--- src/rtl/core/ddo_pkg.sv ---
// Shared types, constants and tables for the differential-drive odometry block.
`default_nettype none
package ddo_pkg;

    // Widths fixed by the item fields and registers.
    localparam int COUNT_W  = 32;
    localparam int GAIN_W   = 32;
    localparam int POS_W    = 48;
    localparam int ANGLE_W  = 32;
    localparam int CFG_IDX_W = 1;

    // CORDIC settings. The arctangent table has 32 entries, so a step index is 5 bits.
    localparam int CORDIC_STEPS_DEF = 24;
    localparam int STEP_IDX_W       = 5;
    localparam int CW               = 34;
    localparam logic signed [CW-1:0] CORDIC_K = 34'sd652032874;

    // Reset values of the gain registers.
    localparam logic [GAIN_W-1:0] METRES_GAIN_RST = 32'd73986;
    localparam logic [GAIN_W-1:0] ANGLE_GAIN_RST  = 32'd40062;

    // Register indexes of the configuration port.
    localparam logic [CFG_IDX_W-1:0] REG_METRES_GAIN = 1'b0;
    localparam logic [CFG_IDX_W-1:0] REG_ANGLE_GAIN  = 1'b1;

    // Operation codes of an input item.
    localparam logic OP_UPDATE  = 1'b0;
    localparam logic OP_CAPTURE = 1'b1;

    // Position range and the travel cap that keeps the clipping outcome.
    localparam logic signed [51:0] POS_MAX = 52'sh0_7FFF_FFFF_FFFF;
    localparam logic signed [51:0] POS_MIN = -52'sh0_8000_0000_0000;
    localparam logic [65:0] DX_CAP = 66'd1 << 49;

    // Controller states.
    typedef enum logic [3:0] {
        ST_IDLE, ST_MULS, ST_MULA, ST_CINIT, ST_CROT, ST_CFIN,
        ST_MHI, ST_MLO, ST_SCALE, ST_ACC, ST_OUT
    } t_state;

    // Datapath commands.
    typedef enum logic [3:0] {
        CMD_NONE, CMD_LOAD, CMD_MULS, CMD_MULA, CMD_CINIT, CMD_CSTEP,
        CMD_CFIN, CMD_MHI, CMD_MLO, CMD_SCALE, CMD_ACC, CMD_OUT
    } t_cmd;

    // Command word from controller to datapath.
    typedef struct packed {
        t_cmd                  cmd;
        logic                  axis;
        logic [STEP_IDX_W-1:0] step;
    } t_ctl;

    // Rounded binary-angle arctangent of 2^-i.
    function automatic logic [31:0] atan_lut(input logic [STEP_IDX_W-1:0] idx);
        logic [31:0] v;
        unique case (idx)
            5'd0:  v = 32'd536870912;
            5'd1:  v = 32'd316933406;
            5'd2:  v = 32'd167458907;
            5'd3:  v = 32'd85004756;
            5'd4:  v = 32'd42667331;
            5'd5:  v = 32'd21354465;
            5'd6:  v = 32'd10679838;
            5'd7:  v = 32'd5340245;
            5'd8:  v = 32'd2670163;
            5'd9:  v = 32'd1335087;
            5'd10: v = 32'd667544;
            5'd11: v = 32'd333772;
            5'd12: v = 32'd166886;
            5'd13: v = 32'd83443;
            5'd14: v = 32'd41722;
            5'd15: v = 32'd20861;
            5'd16: v = 32'd10430;
            5'd17: v = 32'd5215;
            5'd18: v = 32'd2608;
            5'd19: v = 32'd1304;
            5'd20: v = 32'd652;
            5'd21: v = 32'd326;
            5'd22: v = 32'd163;
            5'd23: v = 32'd81;
            5'd24: v = 32'd41;
            5'd25: v = 32'd20;
            5'd26: v = 32'd10;
            5'd27: v = 32'd5;
            5'd28: v = 32'd3;
            5'd29: v = 32'd1;
            5'd30: v = 32'd1;
            default: v = 32'd0;
        endcase
        return v;
    endfunction

endpackage
`default_nettype wire

--- src/rtl/core/ddo_ctrl.sv ---
// Odometry controller: sequences one item through the datapath and owns the handshakes.
`default_nettype none
module ddo_ctrl #(
    parameter int CORDIC_STEPS = ddo_pkg::CORDIC_STEPS_DEF
) (
    input  wire logic   i_clk,
    input  wire logic   i_rst_n,
    input  wire logic   i_in_valid,
    input  wire logic   i_in_op,
    output logic        o_in_ready,
    input  wire logic   i_out_ready,
    output logic        o_out_valid,
    output ddo_pkg::t_ctl o_ctl
);
    import ddo_pkg::*;

    localparam int SW = (CORDIC_STEPS > 1) ? $clog2(CORDIC_STEPS) : 1;
    localparam logic [SW-1:0] LAST_STEP = SW'(CORDIC_STEPS - 1);

    t_state         r_state, n_state;
    logic [SW-1:0]  r_step, n_step;
    logic           r_axis, n_axis;
    logic           r_out_valid, n_out_valid;

    // State registers.
    always_ff @(posedge i_clk) begin
        if (!i_rst_n) begin
            r_state     <= ST_IDLE;
            r_step      <= '0;
            r_axis      <= 1'b0;
            r_out_valid <= 1'b0;
        end else begin
            r_state     <= n_state;
            r_step      <= n_step;
            r_axis      <= n_axis;
            r_out_valid <= n_out_valid;
        end
    end

    // Next state and datapath commands.
    always_comb begin
        n_state     = r_state;
        n_step      = r_step;
        n_axis      = r_axis;
        n_out_valid = r_out_valid && !i_out_ready;
        o_in_ready  = 1'b0;
        o_ctl.cmd   = CMD_NONE;
        o_ctl.axis  = r_axis;
        o_ctl.step  = STEP_IDX_W'(r_step);
        unique case (r_state)
            ST_IDLE: begin
                o_in_ready = 1'b1;
                if (i_in_valid) begin
                    o_ctl.cmd = CMD_LOAD;
                    n_state   = (i_in_op == OP_CAPTURE) ? ST_OUT : ST_MULS;
                end
            end
            ST_MULS: begin
                o_ctl.cmd = CMD_MULS;
                n_state   = ST_MULA;
            end
            ST_MULA: begin
                o_ctl.cmd = CMD_MULA;
                n_state   = ST_CINIT;
            end
            ST_CINIT: begin
                o_ctl.cmd = CMD_CINIT;
                n_step    = '0;
                n_state   = ST_CROT;
            end
            ST_CROT: begin
                o_ctl.cmd = CMD_CSTEP;
                n_step    = r_step + 1'b1;
                if (r_step == LAST_STEP) n_state = ST_CFIN;
            end
            ST_CFIN: begin
                o_ctl.cmd = CMD_CFIN;
                n_axis    = 1'b0;
                n_state   = ST_MHI;
            end
            ST_MHI: begin
                o_ctl.cmd = CMD_MHI;
                n_state   = ST_MLO;
            end
            ST_MLO: begin
                o_ctl.cmd = CMD_MLO;
                n_state   = ST_SCALE;
            end
            ST_SCALE: begin
                o_ctl.cmd = CMD_SCALE;
                n_state   = ST_ACC;
            end
            ST_ACC: begin
                o_ctl.cmd = CMD_ACC;
                n_axis    = 1'b1;
                n_state   = r_axis ? ST_OUT : ST_MHI;
            end
            ST_OUT: begin
                // The result register is loaded once the previous item has left.
                if (!r_out_valid || i_out_ready) begin
                    o_ctl.cmd   = CMD_OUT;
                    n_out_valid = 1'b1;
                    n_state     = ST_IDLE;
                end
            end
            default: n_state = ST_IDLE;
        endcase
    end

    assign o_out_valid = r_out_valid;

    // A capture item goes straight to the result stage.
    a_capture_short: assert property (@(posedge i_clk) disable iff (!i_rst_n)
        (r_state == ST_IDLE && i_in_valid && i_in_op == OP_CAPTURE) |=> (r_state == ST_OUT))
        else $error("capture item did not go to the result stage");

    // The rotation counter never runs past the last step.
    a_step_range: assert property (@(posedge i_clk) disable iff (!i_rst_n)
        (r_state == ST_CROT) |-> (r_step <= LAST_STEP))
        else $error("CORDIC step counter out of range");

    // A waiting result is never overwritten.
    a_no_overwrite: assert property (@(posedge i_clk) disable iff (!i_rst_n)
        (o_ctl.cmd == CMD_OUT) |-> (!r_out_valid || i_out_ready))
        else $error("result register loaded while occupied");

    // The datapath only loads the counts from an item that has been accepted.
    a_ready_idle: assert property (@(posedge i_clk) disable iff (!i_rst_n)
        (o_ctl.cmd == CMD_LOAD) |-> (o_in_ready && i_in_valid))
        else $error("counts loaded without an accepted item");

endmodule
`default_nettype wire

--- config.mk ---
export PLATFORM = sky130hd
export DESIGN_NAME = ddo_ctrl
export DESIGN_NICKNAME = d
export VERILOG_FILES = /design/src/rtl/core/ddo_pkg.sv /design/src/rtl/core/ddo_ctrl.sv
export SDC_FILE = /design/constraint.sdc
export NUM_CORES = 1
export LEC_CHECK = 0
export ABC_AREA = 1
export BUFFER_PORTS_ARGS = -buffer_cell sky130_fd_sc_hd__buf_2
export CAP_MARGIN = 0
export CORE_MARGIN = 3
export CORE_UTILIZATION = 41
export DETAILED_ROUTE_END_ITERATION = 8
export SETUP_SLACK_MARGIN = 0.15
export SLEW_MARGIN = 20
export SYNTH_ARGS = -nofsm -noshare
export SYNTH_HDL_FRONTEND = slang
export SYNTH_SLANG_ARGS = --single-unit
--- constraint.sdc ---
create_clock -name i_clk -period 1.57 [get_ports i_clk]
set_input_delay 0.0785 -clock i_clk [delete_from_list [all_inputs] [get_ports i_clk]]
set_output_delay 0.0785 -clock i_clk [all_outputs]
set_load 0.1 [all_outputs]
==> reports/qor.txt, run 1 <==
outcome: finished clean
Vias/cell: 5.14
CP max-delay cell: dfxtp_4
post-synthesis sequential area ratio: 33.1%
Max Slew Vio Count: 0
Final ANT Viol Nets: 0
IO Count: 17
First-pass DRT Iterations: 4
die area: 0.00214 sq mm
first-pass GRT wire length: 3030 um
top cell type by total area after synthesis: dfxtp_1
Slew HR: 67.9%
DR WL/cell: 12.0 um
Worst Max-Slew Pin Slew: 485 ps
most frequent cells in the layout: 24 x nand2_1, 16 x nor2_1, 11 x buf_2
Starting Density: 46.9%
WP data required: 1490 ps
maximum fanout along the worst path: 6
commonest non-fill, non-tap cell in the layout: nand2_1
syn_nets: 116
Post-Syn Area: 664 sq um
WP data arrival: 1400 ps
clock root cell: clkbuf_4
Mean Syn Cell Area: 6.04 sq um
GRT Overall Usage: 19.7%
area grow syn2layout: 48.0%
grt ovf: 0
fraction of final layout cells sized beyond drive strength 1: 44.8%
WS Path Type: reg -> out
crit-path cells: nor2_4 -> buf_4 -> nand2_4 -> nand2_2 -> inv_2 -> nand2_2 -> buf_12
FF+latch count, synth: 11
synthesized instance count: 110
RSZ-0062 raised after global routing: yes
worst hold path class: in -> reg
DIE WIDTH: 46.3 um
Final Cycle Share: 94.3%
clk slew on worst S/H paths: 70 ps
DRC violations left: 0
DRT iter0 DRCs: 16
HPWL after DPL: 1330 um
gp weighted congestion: 0.893
die height: 46.3 um
CTS tree: done
Layout Skew: 8.50 ps
most common cell type on the critical path: nand2_2
yosys warns: 0
synth top area cells: dfxtp_1 33%, nand2_1 17%, nor2_1 11%, nand3_1 6.8%, inv_1 6.2%
synth unique cells: 15
max incr delay on CP: 370 ps
IO buf count: 16
Peak Freq: 676 MHz
final setup fails: 0
vias in the first global route: 681
Final #Nets: 141
CTS Buf Count: 3
core region area: 0.00142 sq mm
drt total wl: 1790 um
initial antenna violation count: 0
vias post-DR: 766
ant diodes: 0
Longest Clk Path Bufs: 2
Tmin final: 1480 ps
H-Tree Depth: 1
Util after Layout: 69.5%
# rows: 13
Max Cap Viol: 0
CTS Hold Bufs: 0
worst-skew pair later-pin latency: 270 ps
Synth top area share: 33.1%
crit path capture type: primary output
pin count of the biggest net entering global routing: 9
crit start category: register
Hold Vio Cnt, Final: 0
Sink Count: 11
layer usage:
metal / GRT usage [%] / part of all wire, % / vias up
li1: - / - / 398
met1: 28.1 / 44 / 341
met2: 28.0 / 49 / 23
met3: 5.86 / 5.6 / 4
met4: 6.25 / 0.78 / 0
met5: 0 / 0 / -
flip-flops by register name (all words and copies together), names as in the netlist:
register and cells:
r_step 5, r_state 4, o_out_valid 1, r_axis 1
final cells by class:
cell class / count / area (sq um)
repair buffers: 21 / 185
multi-input cells: 84 / 445
flip-flops and latches: 11 / 250
well taps: 15 / 18.8
fillers: 115 / 432
inverters: 14 / 57.6
clock buffers: 4 / 26.3
Yosys cell counts:
cell type and count:
nand2_1 30, nor2_1 19, dfxtp_1 11, inv_1 11, nand3_1 9, a21oi_1 8
o21ai_0 6, nor2_2 5, inv_2 3, nand2_2 2, nor3_1 2, buf_4 1
ha_1 1, nand2_4 1, o211ai_1 1
metrics by stage:
| step | hold slack [ps] | std cells | worst slack [ps] | setup TNS (ps) | cell area [sq um] |
|---|---|---|---|---|---|
| 4_1_cts | 70.8 | 144 | 114 | 0 | 916 |
| 3_3_place_gp | 341 | 140 | 347 | 0 | 852 |
| 5_1_grt | 82.2 | 149 | 11.4 | 0 | 983 |
| 3_5_place_dp | 355 | 140 | 270 | 0 | 852 |
| 6_report | 79.2 | 149 | 90.0 | 0 | 983 |
| 2_1_floorplan | 197 | 110 | -563 | -563 | 701 |
worst max-delay path, delay by kind of cell (launching register included):
kind	cells	cell delay [ps]
simple gates	4	400
buf+inv	3	370
flops	1	370
worst paths after layout:
| check | cells after the start | end | startpoint | slack [ps] |
|---|---|---|---|---|
| max reg2reg | 7 | r_state[1] | r_step[0] | 270 |
| min reg2reg | 1 | r_step[0] | r_step[0] | 460 |
| max | 7 | o_ctl[8] | r_state[0] | 90 |
| min | 3 | r_step[2] | i_rst_n | 80 |
repair_timing:
item | in CTS | in global routing
gates cloned | 0 | 0
pin swaps | 2 | 5
gates resized for setup | 15 | 11
endpoints found under the setup margin | 5 | 4
setup buffers | 0 | 5
cell families (layout without fill, tap and decap cells):
group                    count (synthesis)  count (layout)  synth area share, %
AO/OA/AOI/OAI                           15              15                 11.7
AND/OR/NAND/NOR                         68              68                 44.3
flip-flops                              11              11                 33.1
buffers and inverters                   15              39                 9.04
adder cells (fa/ha/maj)                  1               1                 1.88
Power of run 1 is not shown: default switching activity piles up to over one toggle a cycle in this logic, so the estimate is an artifact.
==> run 2, diff against run 1 <==
==> constraint.sdc (replaced) <==
create_clock -name i_clk -period 1.4 [get_ports i_clk]
set_input_delay 0.07 -clock i_clk [delete_from_list [all_inputs] [get_ports i_clk]]
set_output_delay 0.07 -clock i_clk [all_outputs]
set_load 0.1 [all_outputs]
==> reports/qor.txt, run 2 (synthesis gave the netlist of run 1 again) <==
outcome: finished, violations left
failing checks: negative setup slack
maximum fanout along the worst path: 4
Final Cycle Share: 105%
crit start category: register
clock root cell: clkbuf_4
Worst Max-Slew Pin Slew: 486 ps
Starting Density: 46.9%
initial antenna violation count: 0
WS Path Type: reg -> out
core region area: 0.00142 sq mm
DIE WIDTH: 46.3 um
ant diodes: 0
Vias/cell: 5.42
gp weighted congestion: 0.899
Fin Hold WS: 59.9 ps
# rows: 13
Top Registers: r_step x5, r_state x4
Setup crit end: o_ctl[8]
die area: 0.00214 sq mm
Final #Nets: 143
fraction of final layout cells sized beyond drive strength 1: 50.0%
H-Tree Depth: 1
grt ovf: 0
Tmin final: 1470 ps
reg2reg start: r_state[1]
DR WL/cell: 13.2 um
pin count of the biggest net entering global routing: 9
Longest Clk Path Bufs: 2
die height: 46.3 um
IO Count: 17
Final ANT Viol Nets: 0
Max Cap Viol: 0
final setup fails: 4
WP data required: 1330 ps
Top reg by flops: r_step
first-pass GRT wire length: 2950 um
Slew HR: 67.8%
Max Slew Vio Count: 0
post-route setup slack: -66.7 ps
WP data arrival: 1400 ps
First-pass DRT Iterations: 4
Peak Freq: 682 MHz
FF-to-FF End: r_state[1]
crit path capture type: primary output
vias in the first global route: 679
HPWL after DPL: 1360 um
Layout Skew: 10.2 ps
Critical Path Start: r_state[2]
drt total wl: 1990 um
vias post-DR: 818
CTS tree: done
CTS Hold Bufs: 0
flop2flop setup slack: 130 ps
Reg2Reg Depth: 8
DRT iter0 DRCs: 39
commonest non-fill, non-tap cell in the layout: nand2_1
IO buf count: 16
area grow syn2layout: 64.6%
RSZ-0062 raised after global routing: yes
most frequent cells in the layout: 21 x nand2_1, 15 x nor2_1, 11 x buf_2
clk slew on worst S/H paths: 70 ps
DRC violations left: 0
GRT Overall Usage: 19.5%
worst hold path class: in -> reg
Hold Vio Cnt, Final: 0
CTS Buf Count: 3
number of flip-flops in the largest register: 5
Sink Count: 11
worst-skew pair later-pin latency: 280 ps
-- run 2: worst min-delay path by stage --
stage	startpoint	end	slack [ps]	cells past startpoint
2_1_floorplan	i_rst_n	r_step[4]	190	2
3_3_place_gp	i_rst_n	r_step[4]	330	3
3_5_place_dp	i_rst_n	r_step[4]	340	3
4_1_cts	i_rst_n	r_step[4]	50	3
5_1_grt	i_rst_n	r_step[4]	60	3
6_report	i_rst_n	r_step[0]	60	3
-- run 2: metal layers --
layer	share of wire, %	GRT usage [%]	up-vias
met5	0	0	-
met4	2.4	6.82	0
met3	8.7	4.69	7
met2	49	31.0	42
met1	40	25.3	368
li1	-	-	401
-- run 2: worst max-delay path, stage by stage, from the launching register on --
cell and delay, ps:
dfxtp_4 380, nor2_4 160, buf_4 130, nand2_2 70, nand2_4 90, inv_4 50, nand2_8 50, buf_12 160
-- run 2: repair_timing --
| item | in CTS | in global routing |
|---|---|---|
| pin swaps | 4 | 2 |
| buffers inserted | 5 | 2 |
| setup endpoints to repair | 5 | 7 |
| resized for setup | 24 | 8 |
| gates cloned | 0 | 0 |
-- run 2: metrics by stage --
stage	cells	worst slack [ps]	instance area, sq um	utilization, %	TNS, ps
after floorplan	110	-724	756	-	-724
after global placement	140	152	922	65.2	0
after detailed placement	140	93.5	922	65.2	0
after CTS	149	-46.1	1050	74.3	-118
after global routing	151	-137	1090	77.3	-480
final	151	-66.7	1090	77.3	-230
-- run 2: layout make-up --
class | count | area [sq um]
multi-input combinational | 84 | 519
fill | 104 | 322
sequential | 11 | 255
timing repair buffer | 23 | 211
inverter | 14 | 62.6
clock buffer | 4 | 26.3
tap | 15 | 18.8
Power of run 2 is left out for the same reason.
